$ cat src/hw/rtl/bs_pkg.sv
// Bitonic sorter shared package: field widths, register map and reset values.
// No dependencies; every other file refers to it by scoped names.
package bs_pkg;

  localparam int DATA_W  = 32;   // width of one sample word
  localparam int CNT_W   = 7;    // width of the element_count register
  localparam int LVL_W   = 3;    // width of the stage and step counters
  localparam int PADDR_W = 3;    // configuration byte address width
  localparam int PDATA_W = 32;   // configuration data width

  // Register map, word index taken from paddr[2]
  localparam logic REG_ELEMENT_COUNT = 1'b0;

  localparam logic [CNT_W-1:0] COUNT_RESET = 7'd64;

  typedef logic signed [DATA_W-1:0] word_t;

endpackage

$ cat src/hw/rtl/bs_store.sv
// Value store of the bitonic sorter: one write port, two registered read ports.
// Depends on bs_pkg for the word type.
module bs_store #(
  parameter int DEPTH = 64,
  parameter int AW    = 6
) (
  input  logic             clk,
  input  logic             we,
  input  logic [AW-1:0]    waddr,
  input  bs_pkg::word_t    wdata,
  input  logic [AW-1:0]    raddr_a,
  input  logic [AW-1:0]    raddr_b,
  output bs_pkg::word_t    rdata_a,
  output bs_pkg::word_t    rdata_b
);

  bs_pkg::word_t mem [DEPTH];
  bs_pkg::word_t rdata_a_r;
  bs_pkg::word_t rdata_b_r;

  always_ff @(posedge clk) begin
    if (we) begin
      mem[waddr] <= wdata;
    end
    rdata_a_r <= mem[raddr_a];
    rdata_b_r <= mem[raddr_b];
  end

  assign rdata_a = rdata_a_r;
  assign rdata_b = rdata_b_r;

endmodule

$ cat src/hw/rtl/bs_mate.sv
// Partner index generator of the bitonic network for one scan position.
// Depends on bs_pkg for the stage and step counter widths.
module bs_mate #(
  parameter int CW = 7
) (
  input  logic [CW-1:0]            elem,
  input  logic [bs_pkg::LVL_W-1:0] stage,
  input  logic [bs_pkg::LVL_W-1:0] step,
  input  logic [CW-1:0]            count,
  output logic [CW-1:0]            mate,
  output logic                     pair_ok
);

  logic [bs_pkg::LVL_W-1:0] span;
  logic [CW:0]              box;
  logic [CW-1:0]            flip;

  always_comb begin
    span = stage - step + bs_pkg::LVL_W'(1);
    box  = (CW+1)'(1) << span;
    // first step of a stage mirrors inside the box, later steps jump half a box
    if (step == bs_pkg::LVL_W'(1)) begin
      flip = CW'(box - (CW+1)'(1));
    end else begin
      flip = CW'(box >> 1);
    end
    mate    = elem ^ flip;
    pair_ok = (mate > elem) && (mate < count);
  end

endmodule

$ cat src/hw/rtl/bitonic_sorter.sv
// Bitonic sorter top level: load sequencer, network sequencer and output stage.
// Depends on bs_pkg, bs_store and bs_mate.
//
//   channel   ports            direction  word contents
//   input     in_tvalid/tready  in        tdata[31:0] sample_value (signed)
//   result    out_tvalid/tready out       tdata[31:0] sorted_value, tlast last_value
//   config    cfg_psel/penable  in        element_count at byte address 0
//
// Each loaded word goes into the store; the word that completes a set starts the
// network (a single-value set goes straight to readout), which visits every scan
// position of every step, adding a compare state per valid pair and a second write
// state per swap, all through the single store write port and one comparator. Each
// sorted word is then read out of the store through a read state and a load state.
// Reset clears the sequencer, counters and output valid; the store holds garbage
// until loaded. A stalled result holds in the output register; the next set's
// first word is taken while the last result of the previous set still waits.
module bitonic_sorter #(
  parameter int DEPTH = 64
) (
  input  logic                        clk,
  input  logic                        rst_n,
  // input stream
  input  logic                        in_tvalid,
  output logic                        in_tready,
  input  logic signed [31:0]          in_tdata,   // [31:0] sample_value
  // result stream
  output logic                        out_tvalid,
  input  logic                        out_tready,
  output logic signed [31:0]          out_tdata,  // [31:0] sorted_value
  output logic                        out_tlast,  // last_value
  // configuration port
  input  logic                        cfg_psel,
  input  logic                        cfg_penable,
  input  logic                        cfg_pwrite,
  input  logic [bs_pkg::PADDR_W-1:0]  cfg_paddr,
  input  logic [bs_pkg::PDATA_W-1:0]  cfg_pwdata,
  output logic [bs_pkg::PDATA_W-1:0]  cfg_prdata,
  output logic                        cfg_pready
);

  localparam int AW = $clog2(DEPTH);
  localparam int CW = $clog2(DEPTH + 1);

  // sequencer states
  localparam logic [2:0] S_LOAD  = 3'd0;  // take sample words
  localparam logic [2:0] S_CHECK = 3'd1;  // scan position, reads issued
  localparam logic [2:0] S_CMP   = 3'd2;  // compare, write lower entry
  localparam logic [2:0] S_WR2   = 3'd3;  // write upper entry of a swap
  localparam logic [2:0] S_EMRD  = 3'd4;  // read next sorted word
  localparam logic [2:0] S_EMLD  = 3'd5;  // load output register

  logic [2:0]               state_r, state_nxt;
  logic [bs_pkg::CNT_W-1:0] count_r;
  logic [CW-1:0]            load_r, load_nxt;
  logic [bs_pkg::LVL_W-1:0] stage_r, stage_nxt;
  logic [bs_pkg::LVL_W-1:0] step_r, step_nxt;
  logic [CW-1:0]            elem_r, elem_nxt;
  logic [CW-1:0]            emit_r, emit_nxt;
  bs_pkg::word_t            hold_r, hold_nxt;
  logic                     out_valid_r, out_valid_nxt;
  bs_pkg::word_t            out_data_r, out_data_nxt;
  logic                     out_last_r, out_last_nxt;

  logic [CW-1:0]            n_eff;
  logic [bs_pkg::LVL_W-1:0] levels;
  logic [CW-1:0]            mate;
  logic                     pair_ok;
  logic                     cfg_wr;
  logic                     in_fire;
  logic                     out_fire;
  logic                     last_elem;

  logic                     st_we;
  logic [AW-1:0]            st_waddr;
  bs_pkg::word_t            st_wdata;
  logic [AW-1:0]            st_raddr_a;
  logic [AW-1:0]            st_raddr_b;
  bs_pkg::word_t            st_rdata_a;
  bs_pkg::word_t            st_rdata_b;

  // ---------------------------------------------------------------- config
  assign cfg_pready = 1'b1;
  assign cfg_wr     = cfg_psel && cfg_penable && cfg_pwrite &&
                      (cfg_paddr[2] == bs_pkg::REG_ELEMENT_COUNT);
  assign cfg_prdata = (cfg_paddr[2] == bs_pkg::REG_ELEMENT_COUNT) ?
                      bs_pkg::PDATA_W'(count_r) : '0;

  always_ff @(posedge clk) begin
    if (!rst_n) begin
      count_r <= bs_pkg::COUNT_RESET;
    end else if (cfg_wr) begin
      count_r <= cfg_pwdata[bs_pkg::CNT_W-1:0];
    end
  end

  // Clamp the count: zero acts as one, anything above the store depth saturates.
  always_comb begin
    if (count_r == '0) begin
      n_eff = CW'(1);
    end else if (count_r > bs_pkg::CNT_W'(DEPTH)) begin
      n_eff = CW'(DEPTH);
    end else begin
      n_eff = CW'(count_r);
    end
  end

  // Network depth: log2 of the smallest power of two at or above the count.
  always_comb begin
    levels = '0;
    for (int k = 0; k < CW; k++) begin
      if (((CW+1)'(1) << k) < {1'b0, n_eff}) begin
        levels = bs_pkg::LVL_W'(k + 1);
      end
    end
  end

  // ---------------------------------------------------------------- datapath
  bs_mate #(.CW(CW)) u_mate (
    .elem    (elem_r),
    .stage   (stage_r),
    .step    (step_r),
    .count   (n_eff),
    .mate    (mate),
    .pair_ok (pair_ok)
  );

  bs_store #(.DEPTH(DEPTH), .AW(AW)) u_store (
    .clk     (clk),
    .we      (st_we),
    .waddr   (st_waddr),
    .wdata   (st_wdata),
    .raddr_a (st_raddr_a),
    .raddr_b (st_raddr_b),
    .rdata_a (st_rdata_a),
    .rdata_b (st_rdata_b)
  );

  assign in_tready = (state_r == S_LOAD);
  assign in_fire   = in_tvalid && in_tready;
  assign out_fire  = out_valid_r && out_tready;
  assign last_elem = ((elem_r + CW'(1)) == n_eff);

  // emit states read at the output position, the network at the scan pair
  assign st_raddr_a = ((state_r == S_EMRD) || (state_r == S_EMLD)) ?
                      emit_r[AW-1:0] : elem_r[AW-1:0];
  assign st_raddr_b = mate[AW-1:0];

  // ---------------------------------------------------------------- sequencer
  always_comb begin
    state_nxt     = state_r;
    load_nxt      = load_r;
    stage_nxt     = stage_r;
    step_nxt      = step_r;
    elem_nxt      = elem_r;
    emit_nxt      = emit_r;
    hold_nxt      = hold_r;
    out_valid_nxt = out_valid_r;
    out_data_nxt  = out_data_r;
    out_last_nxt  = out_last_r;
    st_we         = 1'b0;
    st_waddr      = elem_r[AW-1:0];
    st_wdata      = st_rdata_b;
    if (out_fire) begin
      out_valid_nxt = 1'b0;
    end
    case (state_r)
      S_LOAD: begin
        if (in_fire) begin
          st_we    = 1'b1;
          st_waddr = load_r[AW-1:0];
          st_wdata = in_tdata;
          if ((load_r + CW'(1)) == n_eff) begin
            load_nxt  = '0;
            elem_nxt  = '0;
            emit_nxt  = '0;
            stage_nxt = bs_pkg::LVL_W'(1);
            step_nxt  = bs_pkg::LVL_W'(1);
            // a single value needs no network
            state_nxt = (levels == '0) ? S_EMRD : S_CHECK;
          end else begin
            load_nxt = load_r + CW'(1);
          end
        end
      end
      S_CHECK, S_CMP, S_WR2: begin
        if (state_r == S_CMP && $signed(st_rdata_a) > $signed(st_rdata_b)) begin
          // lower index holds the greater value: swap, lower entry written here, upper in S_WR2
          st_we     = 1'b1;
          st_waddr  = elem_r[AW-1:0];
          st_wdata  = st_rdata_b;
          hold_nxt  = st_rdata_a;
          state_nxt = S_WR2;
        end else if (state_r == S_CHECK && pair_ok) begin
          state_nxt = S_CMP;
        end else begin
          if (state_r == S_WR2) begin
            st_we    = 1'b1;
            st_waddr = mate[AW-1:0];
            st_wdata = hold_r;
          end
          // advance the scan position, step and stage
          state_nxt = S_CHECK;
          if (!last_elem) begin
            elem_nxt = elem_r + CW'(1);
          end else begin
            elem_nxt = '0;
            if (step_r != stage_r) begin
              step_nxt = step_r + bs_pkg::LVL_W'(1);
            end else if (stage_r != levels) begin
              stage_nxt = stage_r + bs_pkg::LVL_W'(1);
              step_nxt  = bs_pkg::LVL_W'(1);
            end else begin
              stage_nxt = '0;
              step_nxt  = '0;
              state_nxt = S_EMRD;
            end
          end
        end
      end
      S_EMRD: begin
        // hold the read until the output register frees up
        if (!out_valid_r || out_tready) begin
          state_nxt = S_EMLD;
        end
      end
      S_EMLD: begin
        out_valid_nxt = 1'b1;
        out_data_nxt  = st_rdata_a;
        out_last_nxt  = ((emit_r + CW'(1)) == n_eff);
        if ((emit_r + CW'(1)) == n_eff) begin
          emit_nxt  = '0;
          state_nxt = S_LOAD;
        end else begin
          emit_nxt  = emit_r + CW'(1);
          state_nxt = S_EMRD;
        end
      end
      default: begin
        state_nxt = S_LOAD;
      end
    endcase
    // a count write drops the partial set
    if (cfg_wr) begin
      load_nxt = '0;
    end
  end

  always_ff @(posedge clk) begin
    if (!rst_n) begin
      state_r     <= S_LOAD;
      load_r      <= '0;
      stage_r     <= '0;
      step_r      <= '0;
      elem_r      <= '0;
      emit_r      <= '0;
      out_valid_r <= 1'b0;
    end else begin
      state_r     <= state_nxt;
      load_r      <= load_nxt;
      stage_r     <= stage_nxt;
      step_r      <= step_nxt;
      elem_r      <= elem_nxt;
      emit_r      <= emit_nxt;
      out_valid_r <= out_valid_nxt;
    end
  end

  always_ff @(posedge clk) begin
    hold_r     <= hold_nxt;
    out_data_r <= out_data_nxt;
    out_last_r <= out_last_nxt;
  end

  assign out_tvalid = out_valid_r;
  assign out_tdata  = out_data_r;
  assign out_tlast  = out_last_r;

  // ---------------------------------------------------------------- checks
  a_swap_follows_compare: assert property (@(posedge clk) disable iff (!rst_n)
    (state_r == S_WR2) |-> $past(state_r == S_CMP))
    else $error("upper swap write without a compare before it");

  a_compare_pair_valid: assert property (@(posedge clk) disable iff (!rst_n)
    (state_r == S_CMP) |-> (pair_ok && (elem_r < n_eff)))
    else $error("compare on a pair outside the set");

  a_emit_into_free_reg: assert property (@(posedge clk) disable iff (!rst_n)
    (state_r == S_EMLD) |-> !out_valid_r)
    else $error("sorted word loaded over a pending result");

endmodule

$ cat config.mk
export PLATFORM = sky130hd
export DESIGN_NAME = bitonic_sorter
export DESIGN_NICKNAME = d
export VERILOG_FILES = /design/src/hw/rtl/bs_pkg.sv /design/src/hw/rtl/bs_store.sv /design/src/hw/rtl/bs_mate.sv /design/src/hw/rtl/bitonic_sorter.sv
export SDC_FILE = /design/constraint.sdc
export NUM_CORES = 2
export LEC_CHECK = 0
export BUFFER_PORTS_ARGS = -buffer_cell sky130_fd_sc_hd__buf_2
export CORE_ASPECT_RATIO = 0.5
export CORE_MARGIN = 10
export CORE_UTILIZATION = 65
export DETAILED_ROUTE_END_ITERATION = 16
export PLACE_DENSITY_LB_ADDON = 0.15
export SYNTH_ARGS = -nofsm -noshare
export SYNTH_HDL_FRONTEND = slang
export SYNTH_SLANG_ARGS = --single-unit
$ cat constraint.sdc
create_clock -name clk -period 11.2 [get_ports clk]
set_input_delay 0.56 -clock clk [delete_from_list [all_inputs] [get_ports clk]]
set_output_delay 0.56 -clock clk [all_outputs]
set_load 0.005 [all_outputs]
==> qor.csv <==
metric,value,unit
vias in the first global route,59971,
VDD IR-drop max,0.120,mV
hold buffers post-CTS,5,
Initial Util,0.653,
worst-path maximum fanout,48,
Clock Tree Buf Depth,4,
DP HPWL,168000,microns
worst-skew pair later-pin latency,0.86,ns
post-synthesis register bit count,2215,
Synth async-reset ratio,0,
gr ovfl total,0,
Setup crit end kind,flip-flop,
Layout Area Growth over Synthesis,9.68,%
largest cells by area after synthesis,"edfxtp_1 (62%), mux4_2 (26%), dfxtp_1 (2.0%), nand2_1 (1.2%), a211oi_1 (1.2%)",
wire length per cell,41.7,microns
largest area contributor in the netlist,edfxtp_1,
crit path cell chain,"inv_1, ha_1, inv_1, ha_1, xnor3_1, xnor2_1, or3_1, ha_1, o22ai_1, ha_4, inv_1, a22oi_1, nor2_1, a21oi_1, and2_1, nand3_1, nor2_4, buf_4",
combinational group share of total power,0.045,
initial antenna violation count,6,
Post-CTS Setup Inserts,0,
dpl ws,4.21,ns
crit start category,flip-flop,
clk_skew,0.0708,ns
first-pass GRT wire length,448000,microns
die width,583,microns
"Warnings, synthesis",0,
Power Dens Cells,147,mW/mm^2
top-count cell post-synth,edfxtp_1,
die height,301,microns
RSZ-0062 raised after global routing,no,
post-CTS sizing,0,
Final Setup Violations,0,
Residual DRC,0,
Worst Setup Path Type,reg -> reg,
FMAX,144,MHz
Netlist cell types,71,
min Tclk post-route,6.97,ns
largest stage delay on the critical path,1.12,ns
synth cell count leaders,"edfxtp_1 (2113), mux4_2 (1184), nand2_1 (340), clkbuf_1 (306), a211oi_1 (167)",
Iteration-0 DRC Markers,12160,
fin. max-slew vios,0,
Sw Share,0.213,
# nets final,5478,
Core Footprint,0.157,sq mm
Flop pwr share,0.556,
Int Power,13.1,mW
slew at the pin with the worst max-slew slack,1.40,ns
ANT nets after route,0,
CP arrival,7.41,ns
Critical Path RT,11.64,ns
Hold Path Class,in -> reg,
syn avg cell area,19.3,sq um
final setup margin,4.23,ns
status,finished clean,
H-tree depth,4,
"Seq/Total Area, Yosys",0.637,
Final Hold Viols,0,
total global-route track usage,0.360,
Routability Congestion,0.896,
Mapped Area,0.103,sq mm
Total Routed Length,317000,microns
row count,103,
Root Driver,clkbuf_16,
CTS tree,yes,
final period utilization,0.622,
Vias/cell,8.07,
Post-synth top flop,edfxtp_1,
max_slew headroom,0.0649,
# IOs,142,
clock share of power,0.399,
Min Hold Slack,0.0197,ns
CP max-delay cell,nor2_4,
Max Cap Violations,0,
proportion of layout cells with a drive suffix above 1,0.332,
pin count of the biggest net entering global routing,144,
number of fill cells,9052,
"Clk pin slew, worst setup/hold paths",0.07,ns
DIE AREA,0.176,sq mm
area fraction of the dominant cell type after synthesis,0.617,
Num Clock Sinks,2215,
total net switching power,3.54,mW
PortBufs,88,
routed vias,61336,
Setup TNS,0,ns
Pre-antenna DRT Iters,6,
Lkg Pwr,37.0,nW
TritonCTS buffer count,195,
Post-synth EDFFs,2113,
Syn Inst Count,5317,
-- critical path, delay by kind of cell (launching register included) --
kind                       cells  cell delay [ns]
xor gates and xnor gates       2             0.49
DFF                            1             0.43
and+or+nand+nor                5             2.15
AOI/OAI and AO/OA              3             0.92
adders and majority gates      4             1.55
buffers and inverters          4             1.02
-- power groups by stage --
stage	sequential (mW)	combinational (mW)	clock, mW
detailed placement	9.43	0.712	0
global route	9.25	0.791	6.97
floorplan	9.43	0.462	0
global placement	9.43	0.684	0
CTS	9.25	0.717	6.62
finish	9.25	0.751	6.64
-- metrics by stage --
step | cells | instance area (sq um) | utilization | power, mW
final | 7603 | 113000 | 0.716 | 16.6
after global routing | 7599 | 113000 | 0.716 | 17.0
after CTS | 7587 | 113000 | 0.715 | 16.6
after detailed placement | 7240 | 106000 | 0.676 | 10.1
after global placement | 7240 | 106000 | 0.676 | 10.1
after floorplan | 5341 | 103000 | - | 9.89
-- cell families (layout without fill, tap and decap cells) --
group / after synthesis / in the layout / share of synthesized area
compound gates: 573 / 573 / 0.0384
xor+xnor: 38 / 38 / 0.00378
fa+ha+maj: 52 / 52 / 0.00633
buf+inv: 503 / 659 / 0.0205
flops: 2215 / 2215 / 0.637
mux: 1205 / 1205 / 0.261
other cells: 2 / 32 / 0.0000730
simple gates: 729 / 729 / 0.0329
-- path summary, 6_finish.rpt --
kind	from	end	slack (ns)	depth (start not counted)
setup / recovery	stage_r[1]	u_store.mem[0][23]	4.23	18
hold / removal	cfg_pwdata[3]	count_r[3]	0.02	3
setup reg to reg	stage_r[1]	u_store.mem[0][23]	4.23	18
hold reg to reg	out_tvalid	out_tvalid	0.51	2
-- routing by layer --
layer,routed length [microns],GRT usage,vias to the layer above
li1,-,-,22696
met1,106000,0.504,31838
met2,138000,0.510,5984
met3,59700,0.158,810
met4,13700,0.130,8
met5,55,0,-
-- placed cells by master (no fill, tap or decap), drive strengths merged, types with 102 or more instances in the layout --
cell / n
edfxtp: 2113
mux4: 1184
nand2: 340
clkbuf: 272
buf: 251
a211oi: 167
and2: 137
nor2: 134
a21oi: 106
dfxtp: 102
-- layout make-up --
type                            instances  area (sq um)  share of cell area
Sequential cell                      2215         65500               0.581
Multi-Input combinational cell       2623         36400               0.322
Clock buffer                          272          5420              0.0481
Tap cell                             2100          2630              0.0233
Timing Repair Buffer                  256          2020              0.0179
Clock inverter                         70           623             0.00552
Inverter                               61           229             0.00203
Antenna cell                            6          15.0            0.000133
-- flip-flops by register name (all words and copies together), names as in the netlist --
register / cells
u_store.mem: 2048
hold_r: 32
out_tdata: 32
u_store.rdata_a: 32
u_store.rdata_b: 32
count_r: 7
elem_r: 7
emit_r: 7
load_r: 7
stage_r: 3
state_r: 3
step_r: 3
out_tlast: 1
out_tvalid: 1
(Power assumes the default switching activity.)
